<file path="src/rtl/core/mds_pkg.sv">
// types, codes and reset constants of the motor direction and speed dither block
// no dependencies
package mds_pkg;

    localparam int SPEED_BITS_DEF = 16;
    localparam int TIMER_BITS_DEF = 10;

    localparam int TARGET_W   = 15;
    localparam int SWING_W    = 15;
    localparam int INTERVAL_W = 10;
    localparam int CFG_DATA_W = 15;
    localparam int CFG_IDX_W  = 2;
    localparam int OUT_SPEED_W = 16;

    localparam logic [CFG_IDX_W-1:0] REG_SPEED_TARGET = 2'd0;
    localparam logic [CFG_IDX_W-1:0] REG_SPEED_SWING  = 2'd1;
    localparam logic [CFG_IDX_W-1:0] REG_STEP_INTERVAL = 2'd2;

    localparam logic [TARGET_W-1:0]   TARGET_RST   = 15'd1000;
    localparam logic [SWING_W-1:0]    SWING_RST    = 15'd100;
    localparam logic [INTERVAL_W-1:0] INTERVAL_RST = 10'd200;
    localparam logic [INTERVAL_W-1:0] INTERVAL_MIN = 10'd100;
    localparam logic [INTERVAL_W-1:0] INTERVAL_MAX = 10'd1000;

    typedef enum logic [1:0] {
        MODE_IDLE  = 2'd0,
        MODE_RIGHT = 2'd1,
        MODE_LEFT  = 2'd2
    } t_mode;

    typedef struct packed {
        logic [TARGET_W-1:0]   speed_target;
        logic [SWING_W-1:0]    speed_swing;
        logic [INTERVAL_W-1:0] step_interval_ms;
    } t_cfg;

    typedef struct packed {
        logic switch_right;
        logic switch_left;
        logic remote_right;
        logic remote_left;
        logic remote_stop;
    } t_req;

    typedef struct packed {
        t_mode                  motor_mode;
        logic [OUT_SPEED_W-1:0] drive_speed;
        logic                   speed_write;
        logic                   direction_write;
        logic [1:0]             direction_code;
    } t_res;

endpackage

</file>
<file path="src/rtl/core/mds_intf.sv">
// channel interfaces: command tick, result and configuration write
// depends on mds_pkg
interface mds_cmd_if;
    logic valid;
    logic ready;
    logic switch_right;
    logic switch_left;
    logic remote_right;
    logic remote_left;
    logic remote_stop;

    modport source (output valid, switch_right, switch_left, remote_right, remote_left,
                    remote_stop, input ready);
    modport sink (input valid, switch_right, switch_left, remote_right, remote_left,
                  remote_stop, output ready);
endinterface

interface mds_res_if;
    logic                           valid;
    logic                           ready;
    logic [1:0]                     motor_mode;
    logic [mds_pkg::OUT_SPEED_W-1:0] drive_speed;
    logic                           speed_write;
    logic                           direction_write;
    logic [1:0]                     direction_code;

    modport source (output valid, motor_mode, drive_speed, speed_write, direction_write,
                    direction_code, input ready);
    modport sink (input valid, motor_mode, drive_speed, speed_write, direction_write,
                  direction_code, output ready);
endinterface

interface mds_cfg_if;
    logic                           valid;
    logic                           ready;
    logic [mds_pkg::CFG_IDX_W-1:0]  index;
    logic [mds_pkg::CFG_DATA_W-1:0] data;

    modport source (output valid, index, data, input ready);
    modport sink (input valid, index, data, output ready);
endinterface

</file>
<file path="src/rtl/core/mds_cfg_regs.sv">
// configuration registers with interval clamping
// depends on mds_pkg and mds_intf
module mds_cfg_regs (
    input  logic              i_clk,
    input  logic              i_rst_n,
    mds_cfg_if.sink           i_cfg,
    output mds_pkg::t_cfg     o_cfg
);

    mds_pkg::t_cfg                      r_cfg;
    logic [mds_pkg::INTERVAL_W-1:0]     wr_interval;
    logic [mds_pkg::INTERVAL_W-1:0]     clamped;
    logic                               wr_en;

    assign i_cfg.ready = 1'b1;
    assign wr_en       = i_cfg.valid;
    assign wr_interval = i_cfg.data[mds_pkg::INTERVAL_W-1:0];

    always_comb begin
        clamped = wr_interval;
        if (wr_interval < mds_pkg::INTERVAL_MIN) begin
            clamped = mds_pkg::INTERVAL_MIN;
        end else if (wr_interval > mds_pkg::INTERVAL_MAX) begin
            clamped = mds_pkg::INTERVAL_MAX;
        end
    end

    always_ff @(posedge i_clk) begin
        if (!i_rst_n) begin
            r_cfg.speed_target     <= mds_pkg::TARGET_RST;
            r_cfg.speed_swing      <= mds_pkg::SWING_RST;
            r_cfg.step_interval_ms <= mds_pkg::INTERVAL_RST;
        end else if (wr_en) begin
            case (i_cfg.index)
                mds_pkg::REG_SPEED_TARGET: begin
                    r_cfg.speed_target <= i_cfg.data[mds_pkg::TARGET_W-1:0];
                end
                mds_pkg::REG_SPEED_SWING: begin
                    r_cfg.speed_swing <= i_cfg.data[mds_pkg::SWING_W-1:0];
                end
                mds_pkg::REG_STEP_INTERVAL: begin
                    r_cfg.step_interval_ms <= clamped;
                end
                default: begin
                end
            endcase
        end
    end

    assign o_cfg = r_cfg;

endmodule

</file>
<file path="src/rtl/core/mds_engine.sv">
// mode state machine, interval timer and speed dither step
// depends on mds_pkg
module mds_engine #(
    parameter int SPEED_BITS = mds_pkg::SPEED_BITS_DEF,
    parameter int TIMER_BITS = mds_pkg::TIMER_BITS_DEF
) (
    input  logic          i_clk,
    input  logic          i_rst_n,
    input  mds_pkg::t_cfg i_cfg,
    input  logic          i_fire,
    input  mds_pkg::t_req i_req,
    output mds_pkg::t_res o_res
);

    localparam int WIDE = ((SPEED_BITS > mds_pkg::OUT_SPEED_W) ?
                           SPEED_BITS : mds_pkg::OUT_SPEED_W) + 1;
    localparam logic [WIDE-1:0] SPEED_CAP = (WIDE'(1) << SPEED_BITS) - WIDE'(1);
    localparam logic [TIMER_BITS-1:0] TIMER_CAP = {TIMER_BITS{1'b1}};

    mds_pkg::t_mode          r_mode;
    mds_pkg::t_mode          n_mode;
    logic [SPEED_BITS-1:0]   r_speed;
    logic [SPEED_BITS-1:0]   n_speed;
    logic                    r_rise;
    logic                    n_rise;
    logic [TIMER_BITS-1:0]   r_cnt;
    logic [TIMER_BITS-1:0]   n_cnt;

    logic                    changed;
    logic                    step_tick;
    logic [TIMER_BITS-1:0]   cnt_a;
    logic [SPEED_BITS-1:0]   spd_a;
    logic [WIDE-1:0]         spd_w;
    logic [WIDE-1:0]         step_w;
    logic [WIDE-1:0]         hi;
    logic [WIDE-1:0]         lo;
    logic [WIDE-1:0]         up_s;
    logic [WIDE-1:0]         dn_s;
    logic [WIDE-1:0]         out_ext;

    function automatic logic [WIDE-1:0] cap_speed(input logic [WIDE-1:0] v);
        return (v > SPEED_CAP) ? SPEED_CAP : v;
    endfunction

    // next mode from the tick's request levels
    always_comb begin
        n_mode = mds_pkg::MODE_IDLE;
        if (i_req.remote_stop) begin
            n_mode = mds_pkg::MODE_IDLE;
        end else if ((i_req.switch_right && i_req.switch_left) ||
                     (i_req.remote_right && i_req.remote_left)) begin
            n_mode = mds_pkg::MODE_IDLE;
        end else if (i_req.switch_right || i_req.remote_right) begin
            n_mode = mds_pkg::MODE_RIGHT;
        end else if (i_req.switch_left || i_req.remote_left) begin
            n_mode = mds_pkg::MODE_LEFT;
        end
    end

    // timer, reload and dither step
    always_comb begin
        changed = (n_mode != r_mode);
        cnt_a   = (r_cnt == TIMER_CAP) ? r_cnt : r_cnt + 1'b1;
        spd_a   = r_speed;
        if (changed) begin
            cnt_a = '0;
            spd_a = (n_mode == mds_pkg::MODE_IDLE) ? '0 :
                    SPEED_BITS'(cap_speed(WIDE'(i_cfg.speed_target)));
        end

        step_tick = (n_mode != mds_pkg::MODE_IDLE) &&
                    (cnt_a >= TIMER_BITS'(i_cfg.step_interval_ms));

        spd_w  = WIDE'(spd_a);
        step_w = WIDE'(i_cfg.speed_swing >> 1);
        hi     = cap_speed(WIDE'(i_cfg.speed_target) + WIDE'(i_cfg.speed_swing));
        lo     = cap_speed((i_cfg.speed_target > i_cfg.speed_swing) ?
                           WIDE'(i_cfg.speed_target) - WIDE'(i_cfg.speed_swing) : '0);
        up_s   = spd_w + step_w;
        dn_s   = (spd_w > step_w) ? spd_w - step_w : '0;

        n_cnt   = cnt_a;
        n_speed = spd_a;
        n_rise  = r_rise;
        if (step_tick) begin
            n_cnt = '0;
            if (r_rise) begin
                if (up_s >= hi) begin
                    n_speed = SPEED_BITS'(hi);
                    n_rise  = 1'b0;
                end else begin
                    n_speed = SPEED_BITS'(cap_speed(up_s));
                end
            end else begin
                if (dn_s <= lo) begin
                    n_speed = SPEED_BITS'(lo);
                    n_rise  = 1'b1;
                end else begin
                    n_speed = SPEED_BITS'(dn_s);
                end
            end
        end
    end

    // result of this tick
    always_comb begin
        out_ext               = WIDE'(n_speed);
        o_res.motor_mode      = n_mode;
        o_res.direction_code  = n_mode;
        o_res.direction_write = step_tick;
        o_res.speed_write     = step_tick || (n_mode == mds_pkg::MODE_IDLE);
        o_res.drive_speed     = (n_mode == mds_pkg::MODE_IDLE) ? '0 :
                                out_ext[mds_pkg::OUT_SPEED_W-1:0];
    end

    always_ff @(posedge i_clk) begin
        if (!i_rst_n) begin
            r_mode  <= mds_pkg::MODE_IDLE;
            r_speed <= '0;
            r_rise  <= 1'b1;
            r_cnt   <= '0;
        end else if (i_fire) begin
            r_mode  <= n_mode;
            r_speed <= n_speed;
            r_rise  <= n_rise;
            r_cnt   <= n_cnt;
        end
    end

endmodule

</file>
<file path="src/rtl/core/motor_direction_speed_dither.sv">
// motor direction and speed dither: top level with input and result registers
// an accepted transaction goes through the input register, the engine and the result register to o_res
// throughput: one transaction per cycle while o_res is not stalled, set by the combinational mode and step logic
// reset: synchronous, clears to idle, speed 0, ramping up, timer 0, registers to defaults
// depends on mds_pkg, mds_intf, mds_cfg_regs and mds_engine
module motor_direction_speed_dither #(
    parameter int SPEED_BITS = mds_pkg::SPEED_BITS_DEF,
    parameter int TIMER_BITS = mds_pkg::TIMER_BITS_DEF
) (
    input  logic        i_clk,
    input  logic        i_rst_n,
    mds_cmd_if.sink     i_cmd,
    mds_cfg_if.sink     i_cfg,
    mds_res_if.source   o_res
);

    mds_pkg::t_cfg cfg;
    mds_pkg::t_req r_req;
    mds_pkg::t_res eng_res;
    mds_pkg::t_res r_res;
    logic          r_in_valid;
    logic          r_out_valid;
    logic          advance;
    logic          take;

    assign advance     = r_in_valid && (!r_out_valid || o_res.ready);
    assign i_cmd.ready = !r_in_valid || advance;
    assign take        = i_cmd.valid && i_cmd.ready;

    mds_cfg_regs u_cfg (
        .i_clk   (i_clk),
        .i_rst_n (i_rst_n),
        .i_cfg   (i_cfg),
        .o_cfg   (cfg)
    );

    mds_engine #(
        .SPEED_BITS (SPEED_BITS),
        .TIMER_BITS (TIMER_BITS)
    ) u_engine (
        .i_clk   (i_clk),
        .i_rst_n (i_rst_n),
        .i_cfg   (cfg),
        .i_fire  (advance),
        .i_req   (r_req),
        .o_res   (eng_res)
    );

    // input register
    always_ff @(posedge i_clk) begin
        if (!i_rst_n) begin
            r_in_valid <= 1'b0;
        end else if (take) begin
            r_in_valid <= 1'b1;
        end else if (advance) begin
            r_in_valid <= 1'b0;
        end
    end

    always_ff @(posedge i_clk) begin
        if (take) begin
            r_req.switch_right <= i_cmd.switch_right;
            r_req.switch_left  <= i_cmd.switch_left;
            r_req.remote_right <= i_cmd.remote_right;
            r_req.remote_left  <= i_cmd.remote_left;
            r_req.remote_stop  <= i_cmd.remote_stop;
        end
    end

    // result register
    always_ff @(posedge i_clk) begin
        if (!i_rst_n) begin
            r_out_valid <= 1'b0;
        end else if (advance) begin
            r_out_valid <= 1'b1;
        end else if (o_res.ready) begin
            r_out_valid <= 1'b0;
        end
    end

    always_ff @(posedge i_clk) begin
        if (advance) begin
            r_res <= eng_res;
        end
    end

    assign o_res.valid           = r_out_valid;
    assign o_res.motor_mode      = r_res.motor_mode;
    assign o_res.drive_speed     = r_res.drive_speed;
    assign o_res.speed_write     = r_res.speed_write;
    assign o_res.direction_write = r_res.direction_write;
    assign o_res.direction_code  = r_res.direction_code;

endmodule

</file>
<file path="src/flat_wrapper.sv">
// flat-port wrapper written by rule: the top's interface ports become plain ports
module motor_direction_speed_dither_flat 
#(
    parameter int SPEED_BITS = mds_pkg::SPEED_BITS_DEF,
    parameter int TIMER_BITS = mds_pkg::TIMER_BITS_DEF
)
  (i_clk, i_rst_n, i_cmd_valid, i_cmd_switch_right, i_cmd_switch_left, i_cmd_remote_right, i_cmd_remote_left, i_cmd_remote_stop, i_cmd_ready, i_cfg_valid, i_cfg_index, i_cfg_data, i_cfg_ready, o_res_valid, o_res_motor_mode, o_res_drive_speed, o_res_speed_write, o_res_direction_write, o_res_direction_code, o_res_ready);
  mds_cmd_if i_cmd_i ();
  mds_cfg_if i_cfg_i ();
  mds_res_if o_res_i ();
  input  logic i_clk;
  input  logic i_rst_n;
  input wire logic [$bits(i_cmd_i.valid)-1:0] i_cmd_valid;
  input wire logic [$bits(i_cmd_i.switch_right)-1:0] i_cmd_switch_right;
  input wire logic [$bits(i_cmd_i.switch_left)-1:0] i_cmd_switch_left;
  input wire logic [$bits(i_cmd_i.remote_right)-1:0] i_cmd_remote_right;
  input wire logic [$bits(i_cmd_i.remote_left)-1:0] i_cmd_remote_left;
  input wire logic [$bits(i_cmd_i.remote_stop)-1:0] i_cmd_remote_stop;
  output wire logic [$bits(i_cmd_i.ready)-1:0] i_cmd_ready;
  input wire logic [$bits(i_cfg_i.valid)-1:0] i_cfg_valid;
  input wire logic [$bits(i_cfg_i.index)-1:0] i_cfg_index;
  input wire logic [$bits(i_cfg_i.data)-1:0] i_cfg_data;
  output wire logic [$bits(i_cfg_i.ready)-1:0] i_cfg_ready;
  output wire logic [$bits(o_res_i.valid)-1:0] o_res_valid;
  output wire logic [$bits(o_res_i.motor_mode)-1:0] o_res_motor_mode;
  output wire logic [$bits(o_res_i.drive_speed)-1:0] o_res_drive_speed;
  output wire logic [$bits(o_res_i.speed_write)-1:0] o_res_speed_write;
  output wire logic [$bits(o_res_i.direction_write)-1:0] o_res_direction_write;
  output wire logic [$bits(o_res_i.direction_code)-1:0] o_res_direction_code;
  input wire logic [$bits(o_res_i.ready)-1:0] o_res_ready;
  assign i_cmd_i.valid = i_cmd_valid;
  assign i_cmd_i.switch_right = i_cmd_switch_right;
  assign i_cmd_i.switch_left = i_cmd_switch_left;
  assign i_cmd_i.remote_right = i_cmd_remote_right;
  assign i_cmd_i.remote_left = i_cmd_remote_left;
  assign i_cmd_i.remote_stop = i_cmd_remote_stop;
  assign i_cmd_ready = i_cmd_i.ready;
  assign i_cfg_i.valid = i_cfg_valid;
  assign i_cfg_i.index = i_cfg_index;
  assign i_cfg_i.data = i_cfg_data;
  assign i_cfg_ready = i_cfg_i.ready;
  assign o_res_valid = o_res_i.valid;
  assign o_res_motor_mode = o_res_i.motor_mode;
  assign o_res_drive_speed = o_res_i.drive_speed;
  assign o_res_speed_write = o_res_i.speed_write;
  assign o_res_direction_write = o_res_i.direction_write;
  assign o_res_direction_code = o_res_i.direction_code;
  assign o_res_i.ready = o_res_ready;
  motor_direction_speed_dither #(.SPEED_BITS(SPEED_BITS), .TIMER_BITS(TIMER_BITS)) u_core (.i_clk(i_clk), .i_rst_n(i_rst_n), .i_cmd(i_cmd_i), .i_cfg(i_cfg_i), .o_res(o_res_i));
endmodule
</file>
<file path="config.mk">
export PLATFORM = sky130hd
export DESIGN_NAME = motor_direction_speed_dither_flat
export DESIGN_NICKNAME = d
export VERILOG_FILES = /design/src/rtl/core/mds_pkg.sv /design/src/rtl/core/mds_intf.sv /design/src/rtl/core/mds_cfg_regs.sv /design/src/rtl/core/mds_engine.sv /design/src/rtl/core/motor_direction_speed_dither.sv /design/src/flat_wrapper.sv
export SDC_FILE = /design/constraint.sdc
export NUM_CORES = 1
export LEC_CHECK = 0
export BUFFER_PORTS_ARGS = -buffer_cell sky130_fd_sc_hd__buf_2
export CAP_MARGIN = 20
export CELL_PAD_IN_SITES_DETAIL_PLACEMENT = 0
export CELL_PAD_IN_SITES_GLOBAL_PLACEMENT = 1
export CORE_ASPECT_RATIO = 0.5
export CORE_UTILIZATION = 30
export DETAILED_ROUTE_END_ITERATION = 8
export PLACE_DENSITY = 0.55
export SYNTH_ARGS = -nofsm -noshare
export SYNTH_HDL_FRONTEND = slang
export SYNTH_SLANG_ARGS = --single-unit
</file>
<file path="constraint.sdc">
create_clock -name i_clk -period 8.9 [get_ports i_clk]
set_clock_uncertainty 0.2 [all_clocks]
set_input_delay 0.89 -clock i_clk [delete_from_list [all_inputs] [get_ports i_clk]]
set_output_delay 0.89 -clock i_clk [all_outputs]
set_load 0.01 [all_outputs]
</file>
[Word-level counts from Yosys, hierarchy flattened]
Index checks and enable logic that the tools add are counted.
Word-level totals
  ROM bits: 0
  bits in latches: 0
  logic and storage cells: 86
  memories kept: 0
  register bits: 96
  output and inout port bits: 25
  RAM bits: 0
  input bits: 27
Cells by class
  shifts and indexed selects: 0
  magnitude comparators: 10
  bitwise gates (word level): 0
  equal/unequal tests: 4
  add/subtract/negate cells: 5
  multipliers: 0
  reduce and logical (&&, ||, !) cells: 22
  muxes and demuxes: 27
  divide/modulo/power cells: 0
Operator list (count)
  16-bit 2-to-1 mux: 7
  17-bit 2-to-1 mux: 3
  10-bit 2-to-1 mux: 5
  17-bit by 16-bit greater-than comparator with 1-bit output, second input constant: 2
  16-bit by 14-bit adder with 17-bit output: 1
  17-bit by 16-bit greater-or-equal comparator with 1-bit output: 1
  17-bit less-or-equal comparator: 1
  16-bit by 14-bit subtractor with 17-bit output: 1
  15-bit by 15-bit adder with 16-bit output: 1
  16-bit by 14-bit greater-than comparator with 1-bit output: 1
  16-bit greater-than comparator, second input constant: 1
  15-bit by 15-bit subtractor with 16-bit output: 1
  15-bit greater-than comparator: 1
  15-bit 2-to-1 mux: 1
  10-bit by 1-bit adder with 10-bit output, second input constant: 1
  10-bit == test, second input constant: 1
  10-bit greater-or-equal comparator: 1
  10-bit greater-than comparator, second input constant: 1
  10-bit by 7-bit less-than comparator with 1-bit output, second input constant: 1
  2-bit 2-to-1 mux: 4
  2-bit AND reduction: 4
  1-bit 2-to-1 mux: 7
  1-bit logical OR: 6
  2-bit nonzero test: 3
  6 further kinds: 12

[Depth between registers and ports, before layout]
Gate-level depths: netlist of run 1.
  word-level depth: 14
  depth in mapped cells: 29
  mapped depth without buffers: 26

[Modules after synthesis]
Synthesis of run 1 repeated with hierarchy kept, for this count alone.
Unflattened totals
  cells, all modules: 1228
  area, all modules: 9414.0 µm²
Modules (own cells, without submodules)
  mds_engine: sequential area each 580.6 µm², cells an instance 1006, area an instance 6947.9 µm², instances 1
  mds_cfg_regs: sequential area each 800.8 µm², cells an instance 186, area an instance 1551.5 µm², instances 1
  motor_direction_speed_dither: sequential area each 850.8 µm², cells an instance 36, area an instance 914.6 µm², instances 1

[Worst setup path before layout of run 1]
No wires, ideal clock.
  kind: reg-to-reg
  start: reg u_core.r_req[0] (netlist name)
  end: reg u_core.r_res, in the netlist u_core.o_res.drive_speed[14] (data pin)
  clock period less this slack: 6.526 ns
  library setup time: 0.273 ns
  setup slack: 2.374 ns
  stages on the path, launching flop included: 26
  arrival time: 6.053 ns
  buffers on the path: 4
  required time: 8.427 ns
  cell sequence: edfxtp_1 -> or3_4 -> o21ai_1 -> or4b_2 -> buf_2 -> and3_1 -> a21oi_1 -> inv_1 -> ha_1 -> nor2b_1 -> o31a_1 -> o31a_1 -> o22a_1 -> a211oi_2 -> buf_4 -> nor2_1 -> ha_1 -> a21oi_1 -> o21a_1 -> mux2_2 -> a31oi_1 -> clkbuf_1 -> clkbuf_1 -> nor2_1 -> a211oi_1 -> a211oi_1
Between the ends
  word-level cells in the longest chain between the ends: 10
  elaborated cells between the ends (all ways): 21
  those cells by class: 2 x add/sub; 5 x order compare; 1 x eq/ne; 10 x mux; 3 x reduce/logical
Ends and longest elaborated chain
  from (decl): line motor_direction_speed_dither.sv:18  | mds_pkg::t_req r_req;
  2-bit 2-to-1 mux (*): line mds_engine.sv:48  | if (i_req.remote_stop) begin
  2-bit logical NOT: line mds_engine.sv:67, mds_engine.sv:112
  15-bit 2-to-1 mux: line mds_engine.sv:67  | spd_a = (n_mode == mds_pkg::MODE_IDLE) ? '0 :
  16-bit 2-to-1 mux: line mds_engine.sv:65  | if (changed) begin
  16-bit by 14-bit subtractor with 17-bit output, or another cell as far along: line mds_engine.sv:80  | dn_s = (spd_w > step_w) ? spd_w - step_w : '0;
  17-bit 2-to-1 mux / 17-bit by 16-bit greater-than comparator with 1-bit output (equally long branches): line mds_engine.sv:80, mds_engine.sv:42
  17-bit less-or-equal comparator / 16-bit 2-to-1 mux (equally long branches): line mds_engine.sv:95, mds_engine.sv:42
  16-bit 2-to-1 mux (on tied branches): line mds_engine.sv:95, mds_engine.sv:88
  16-bit 2-to-1 mux: line mds_engine.sv:87  | if (r_rise) begin
  16-bit 2-to-1 mux: line mds_engine.sv:85  | if (step_tick) begin
  to (signal assigned): line motor_direction_speed_dither.sv:83  | r_res <= eng_res;
  to (decl): line motor_direction_speed_dither.sv:20  | mds_pkg::t_res r_res;
Every way passes the cells marked *; elsewhere a longest branch is shown, timed or not.
A chain may end at the register's enable or synchronous reset.

[Final worst setup path of run 1]
  start: reg u_core.r_req[0] (netlist name)
  end: reg u_core.r_res, in the netlist u_core.o_res.drive_speed[1] (data pin)
The elaborated chain is that of the path after synthesis.

==> results of run 1 <==
synthesized netlist by cell type, drive strengths merged (12+ instances only):
cell	number	area [um2]
inv	60	225
nand2b	25	156
a211oi	22	180
buf	23	159
a22oi	15	118
nor2	112	423
ha	103	1290
a21oi	60	308
o21ai	58	294
edfxtp	25	751
nor3	24	130
o31ai	20	174
dfxtp	71	1420
clkbuf	41	154
nor2b	33	206
nand2	147	557
xor2	15	131
o21a	12	90.1
nand3	50	250
xnor2	35	314
a21boi	26	195
placed cells by master, fill, tap and decap left out, types with 15 or more instances in the layout:
master | Yosys | final
nor3_1 | 22 | 22
ha_1 | 103 | 103
dfxtp_1 | 71 | 71
o21ai_0 | 49 | 48
inv_1 | 58 | 58
xnor2_1 | 34 | 34
a21boi_0 | 26 | 26
a211oi_1 | 19 | 19
buf_2 | 9 | 50
edfxtp_1 | 25 | 25
nor2b_1 | 33 | 33
nand2_1 | 145 | 145
nor2_1 | 111 | 111
o31ai_1 | 17 | 17
nand3_1 | 50 | 50
a21oi_1 | 58 | 58
xor2_1 | 15 | 15
nand2b_1 | 25 | 25
kinds of logic after synthesis:
group                    after synthesis  synth area share, %
AND/OR/NAND/NOR                      463                 24.9
AO/OA/AOI/OAI                        311                 24.0
buffers and inverters                125                 6.01
adder cells (fa/ha/maj)              107                 15.2
flip-flops                            96                 24.1
XOR/XNOR                              50                 4.94
multiplexers                           7                0.791
other                                  1               0.0416
through the flow:
stage / hold slack (ns) / power (mW) / setup slack [ns] / cell area (um2)
after floorplan: 0.231 / 0.899 / 2.37 / 9020
after global placement: 0.256 / 1.07 / 0.796 / 9520
after detailed placement: 0.260 / 1.07 / 0.886 / 9520
after CTS: 0.273 / 1.47 / 0.828 / 9820
after global routing: 0.306 / 1.55 / 0.309 / 9820
final: 0.280 / 1.46 / 0.723 / 9820
worst min-delay path by stage:
stage | start | endpoint | slack (ns) | cells after the start
4_1_cts | u_core.u_engine.r_speed[0] | u_core.u_engine.r_speed[0] | 0.27 | 2
2_1_floorplan | u_core.u_engine.r_speed[0] | u_core.u_engine.r_speed[0] | 0.23 | 2
3_5_place_dp | u_core.u_engine.r_speed[0] | u_core.u_engine.r_speed[0] | 0.26 | 2
6_report | u_core.u_engine.r_speed[11] | u_core.u_engine.r_speed[11] | 0.28 | 2
5_1_grt | u_core.u_engine.r_speed[0] | u_core.u_engine.r_speed[0] | 0.31 | 2
3_3_place_gp | u_core.u_engine.r_speed[0] | u_core.u_engine.r_speed[0] | 0.26 | 2
flip-flops by register name (all words and copies together) (netlist names), 2 cells and up:
name	count
u_core.u_engine.r_cnt	10
u_core.r_req	5
u_core.u_engine.r_speed	16
u_core.o_res.motor_mode	2
u_core.o_res.drive_speed	16
u_core.u_cfg.o_cfg	40
u_core.u_engine.r_mode	2
routing by layer:
| metal | vias up | GRT usage [%] |
|---|---|---|
| met5 | - | 0 |
| met4 | 0 | 4.55 |
| met3 | 30 | 4.14 |
| met2 | 190 | 32.2 |
| met1 | 4085 | 33.5 |
| li1 | 4162 | - |
worst max-delay path: stages (launching register included):
cell and delay, ns:
edfxtp_1 0.41, or3_4 0.44, o21ai_1 0.18, or4b_2 0.89, nand3_1 0.19, nand2_1 0.24, ha_1 0.62, inv_1 0.18
o31ai_1 0.71, or3_1 0.21, o22a_1 0.23, a211oi_2 0.09, buf_4 0.21, a31oi_1 0.32, ha_1 0.21, nand4_1 0.21
a211oi_1 0.22, o21ai_0 0.23, a31oi_1 0.63, buf_4 0.33, and2_1 0.19, nand2_1 0.13, o32ai_1 0.27, nor3_1 0.09
a211oi_1 0.31
where the power goes:
group / internal (mW) / switching [mW]
sequential: 0.463 / 0.0178
clock: 0.199 / 0.200
combinational: 0.205 / 0.375
area by class of cell:
| cell class | instances | area share (%) |
|---|---|---|
| repair buffers | 58 | 3.16 |
| clock buffers | 9 | 2.29 |
| well taps | 391 | 4.98 |
| inverters | 61 | 2.33 |
| clock inverters | 7 | 0.752 |
| flip-flops and latches | 96 | 22.1 |
| multi-input cells | 940 | 64.3 |
| diodes | 1 | 0.0255 |
==> flow_summary_export.csv, run 1 <==
group,metric,value,unit
global_routing,grt_pass1_vias,8068,
synth,synth_flop_cell,"dfxtp_1",
global_routing,antenna_found_initial,0,
detailed_routing,wl_per_cell,21.6,um
die,die_x,247,um
critical_path,worstPathArrival,8.13,ns
clock_network,clockBufferDepth,2,
power_and_ir_drop,p_per_area,149,nW/um2
global_routing,grtUsageTotal,22.2,%
clock_network,numClockSinks,96,
synth,synth-seq-area-share,24.1,%
timing,fmax,122,MHz
global_routing,grt_overflow,0,
synth,ys_types,92,
flow_run,maxCapViolCount,0,
place,dp_cells,1546,
die,die_h,125,um
clock_network,cts_hold_buf,0,
critical_path,crit_path_max_fanout,20,
synth,synth_edf_count,25,
detailed_routing,wl_met1,17400,um
synth,async_reset_ff_share,0,%
die,ioPinCount,52,
status,status,"complete, no violations",
timing,drv_slew,0,
detailed_routing,top_layer_used,"met4",
clock_network,cts_tree,"yes",
place,port_buffers,50,
place,place.gp.congestion,0.925,
detailed_routing,drcViolationCount,0,
finish,fin_util,33.5,%
clock_network,cts_setup_buffers,0,
die,die_area,30800,um2
detailed_routing,final_antenna_net_count,0,
finish,regArea,2170,um2
global_routing,grt_pass1_wl,50900,um
hold_path,holdCritPathClass,"flip-flop to flip-flop",
critical_path,setup.worst_path.class,"flip-flop to flip-flop",
power_and_ir_drop,cellLeakagePower,3.95,nW
global_routing,grt_max_degree,74,
finish,fillers,3144,
finish,multi_input_area,6320,um2
critical_path,worstReg2RegEnd,"u_core.o_res.drive_speed[1]",
clock_network,cts_resized,0,
timing,setup_tns,0,ns
timing,worstMarginPinSlew,0.977,ns
synth,synth.ff_latch_count,96,
synth,netlist_area,9020,um2
critical_path,worst_setup_path_start_kind,"flip-flop",
clock_network,insertion_delay,0.36,ns
clock_network,clk_pin_slew,0.08,ns
timing,hold_violations,0,
detailed_routing,dr_total_vias,8467,
critical_path,crit_path_start,"u_core.r_req[0]",
critical_path,crit_required,8.85,ns
die,start_util,30.8,%
finish,instances_no_fill,1563,
critical_path,rr_worst_depth,24,
timing,finalSetupViolCount,0,
detailed_routing,wl_met2,14000,um
detailed_routing,wirelength,33800,um
power_and_ir_drop,peakVddDrop,0.0811,mV
detailed_routing,drt_iter0_drc,601,
finish,nets,1300,
synth,avgSynthCellArea,7.77,um2
finish,synthToLayoutAreaGrowth,8.91,%
timing,min_period,8.18,ns
clock_network,cts_buffers,9,
critical_path,crit_path_end_kind,"flip-flop",
timing,relSlewSlack,34.6,%
place,hpwl,27400,um
critical_path,reg2reg_from,"u_core.r_req[0]",
clock_network,h-tree-depth,3,
synth,syn_inst,1160,
timing,period_share,91.9,%
detailed_routing,drt_first_pass_iters,7,
clock_network,ctsRootBufferMaster,"clkbuf_16",
die,std_cell_rows,44,
finish,drive_gt1_share,9.39,%
timing,rsz0062_at_grt,"no",
die,core_area,29300,um2
critical_path,cp-endpoint,"u_core.o_res.drive_speed[1]",
synth,yosysWarnings,0,
critical_path,r2r_slack,0.72,ns
detailed_routing,routed-wl-met3,1740,um
detailed_routing,routed_via_density,5.42,
Note: power is estimated with default switching activity, not from simulation.
==> run 2: changes to the inputs <==
- SYNTH_HIERARCHICAL: default -> 1
==> run 2 against run 1 <==
Compared with the run above: sequential power is 3% higher; synthesized area is 4.4% higher; synthesized cell count up 5.9%; worst hold slack worse by 0.0086 ns; global-route usage increased by 2.0 points; count of clock-buffer cells in the layout stayed put; register-to-register slack improved by 0.14 ns; sequential share of layout area shrank 0.58 points; utilization up 0.36 points; critical path depth increased by 1; non-clock buffer count up 14; combinational power up 23%.
==> flow_summary_export.csv, run 2 <==
group,metric,value,unit
status,status,"complete, no violations",
detailed_routing,final_antenna_net_count,0,
critical_path,crit_path_start,"u_core/r_req[0]",
global_routing,antenna_found_initial,1,
synth,netlist_area,9410,um2
synth,syn_inst,1228,
finish,largest_register_ffs,40,
clock_network,cts_tree,"yes",
power_and_ir_drop,peakVddDrop,0.0852,mV
finish,nets,1376,
flow_run,maxCapViolCount,0,
clock_network,insertion_delay,0.37,ns
hold_path,whs_endpoint,"u_core/u_cfg/o_cfg[8]",
clock_network,ctsRootBufferMaster,"clkbuf_16",
synth,synth_top_cell_area_share,15.1,%
detailed_routing,drcViolationCount,0,
hold_path,holdPathStages,2,
synth,yosysMostFrequentCell,"nand2_1",
timing,setup_tns,0,ns
synth,ys_top_cells_by_count,"nand2_1, ha_1, a21oi_1",
critical_path,worstPathArrival,8.14,ns
timing,hold_violations,0,
timing,relSlewSlack,29.3,%
synth,synth_flop_cell,"dfxtp_1",
critical_path,worstReg2RegEnd,"u_core/u_engine/r_speed[2]",
synth,synth.ff_latch_count,98,
global_routing,grtUsageTotal,24.2,%
detailed_routing,drt_first_pass_iters,5,
timing,finalSetupViolCount,0,
die,die_h,127,um
critical_path,reg2reg_from,"u_core/r_req[0]",
critical_path,r2r_slack,0.87,ns
clock_network,clockBufferDepth,2,
synth,avgSynthCellArea,7.67,um2
finish,multi_input_area,6580,um2
finish,fin_util,33.9,%
detailed_routing,routed_via_density,5.61,
die,start_util,30.8,%
timing,min_period,8.03,ns
finish,regArea,2230,um2
timing,worstMarginPinSlew,1.06,ns
finish,fillers,3266,
finish,most-common-layout-cells,"nand2_1, ha_1, a21oi_1",
place,port_buffers,50,
die,die_area,32100,um2
detailed_routing,dr_total_vias,9376,
clock_network,numClockSinks,98,
global_routing,grt_max_degree,66,
finish,drive_gt1_share,9.54,%
synth,syn_nets,1362,
clock_network,cts_setup_buffers,0,
finish,diodes,0,
synth,synth_edf_count,27,
die,core_area,30600,um2
place,place.gp.congestion,1.02,
hold_path,min_from,"u_core/u_cfg/o_cfg[8]",
detailed_routing,drt_iter0_drc,798,
clock_network,cts_buffers,9,
critical_path,setup.worst_path.class,"flip-flop to flip-flop",
critical_path,crit_required,9.01,ns
synth,async_reset_ff_share,0,%
die,ioPinCount,52,
critical_path,rr_worst_depth,25,
synth,yosysWarnings,6,
global_routing,grt_pass1_wl,57300,um
timing,fmax,124,MHz
clock_network,clk_pin_slew,0.08,ns
die,std_cell_rows,45,
global_routing,grt_overflow,0,
detailed_routing,wirelength,38700,um
power_and_ir_drop,total_power,1.61,mW
power_and_ir_drop,cellLeakagePower,4.37,nW
critical_path,crit_path_end_kind,"flip-flop",
timing,period_share,90.3,%
clock_network,cts_resized,0,
finish,mostFrequentLayoutCell,"nand2_1",
critical_path,worst_setup_path_start_kind,"flip-flop",
global_routing,grt_pass1_vias,8806,
detailed_routing,wl_per_cell,23.2,um
timing,rsz0062_at_grt,"no",
die,die_x,253,um
critical_path,crit_path_max_fanout,16,
clock_network,h-tree-depth,3,
place,hpwl,31000,um
synth,ys_types,88,
power_and_ir_drop,p_per_area,156,nW/um2
finish,synthToLayoutAreaGrowth,10.1,%
clock_network,cts_hold_buf,0,
hold_path,holdCritPathClass,"flip-flop to flip-flop",
synth,synth-seq-area-share,23.7,%
synth,synth_area_leaders,"dfxtp_1, ha_1, edfxtp_1",
synth,yosys.area.top_type,"dfxtp_1",
timing,drv_slew,0,
run 2: per-layer routing:
metal  wire, um  GRT usage, %  share of wire (%)
met1      19400          35.8                 50
met2      15700          35.1                 40
met3       2570          4.46                6.6
met4       1060          7.31                2.7
met5          0             0                  0
run 2: worst max-delay path by stage:
stage / slack (ns) / to / cells after the start
4_1_cts: 0.96 / u_core/o_res.drive_speed[2] / 26
3_5_place_dp: 0.99 / u_core/o_res.drive_speed[2] / 26
2_1_floorplan: 2.01 / u_core/o_res.drive_speed[15] / 26
3_3_place_gp: 1.21 / u_core/o_res.drive_speed[2] / 24
5_1_grt: 0.25 / u_core/o_res.drive_speed[8] / 26
6_report: 0.87 / u_core/u_engine/r_speed[2] / 25
run 2: worst max-delay path: stages, from the launching register on:
cell and delay [ns]:
edfxtp_1 0.44, or3_1 0.52, o21ai_1 0.24, nand4_1 0.64
and3_1 0.44, a21oi_1 0.40, inv_1 0.12, ha_1 0.36
nor2b_1 0.19, o31ai_1 0.08, buf_4 0.16, a2111oi_0 0.54
o31ai_1 0.12, buf_4 0.18, and2_1 0.15, buf_4 0.19
nor4b_1 0.31, ha_1 0.31, a21oi_1 0.13, o21ai_1 0.09
or4_1 0.54, o211ai_1 0.40, buf_4 0.27, nand3_1 0.23
o221ai_1 0.44, o221a_1 0.26
run 2: where the power goes:
part / switching, mW / internal [mW]
sequential: 0.0212 / 0.476
clock: 0.207 / 0.198
combinational: 0.459 / 0.252
total: 0.688 / 0.926
run 2: cell families (layout without fill, tap and decap cells):
kind of cell | count (synthesis) | in the layout | share of synthesized area (%)
AOI/OAI and AO/OA | 343 | 343 | 25.1
xor gates and xnor gates | 40 | 40 | 3.72
adders and majority gates | 107 | 107 | 14.5
buffers and inverters | 151 | 170 | 6.51
DFF | 98 | 98 | 23.7
muxes | 17 | 17 | 1.82
other | 2 | 2 | 0.0798
and+or+nand+nor | 470 | 470 | 24.5
run 2: final cells by class:
| cell class | count | share of cell area [%] |
|---|---|---|
| Timing Repair Buffer | 72 | 4.01 |
| Inverter | 82 | 2.97 |
| Clock inverter | 7 | 0.676 |
| Clock buffer | 9 | 2.17 |
| Sequential cell | 98 | 21.5 |
| Multi-Input combinational cell | 979 | 63.5 |
| Tap cell | 423 | 5.11 |
run 2: per-stage QoR:
step | setup slack, ns | cells | cell area, um2 | hold slack [ns]
6_report | 0.866 | 1670 | 10400 | 0.271
5_1_grt | 0.254 | 1670 | 10400 | 0.297
4_1_cts | 0.959 | 1670 | 10400 | 0.274
3_5_place_dp | 0.994 | 1654 | 10100 | 0.261
3_3_place_gp | 1.21 | 1654 | 10100 | 0.260
2_1_floorplan | 2.01 | 1228 | 9410 | 0.241
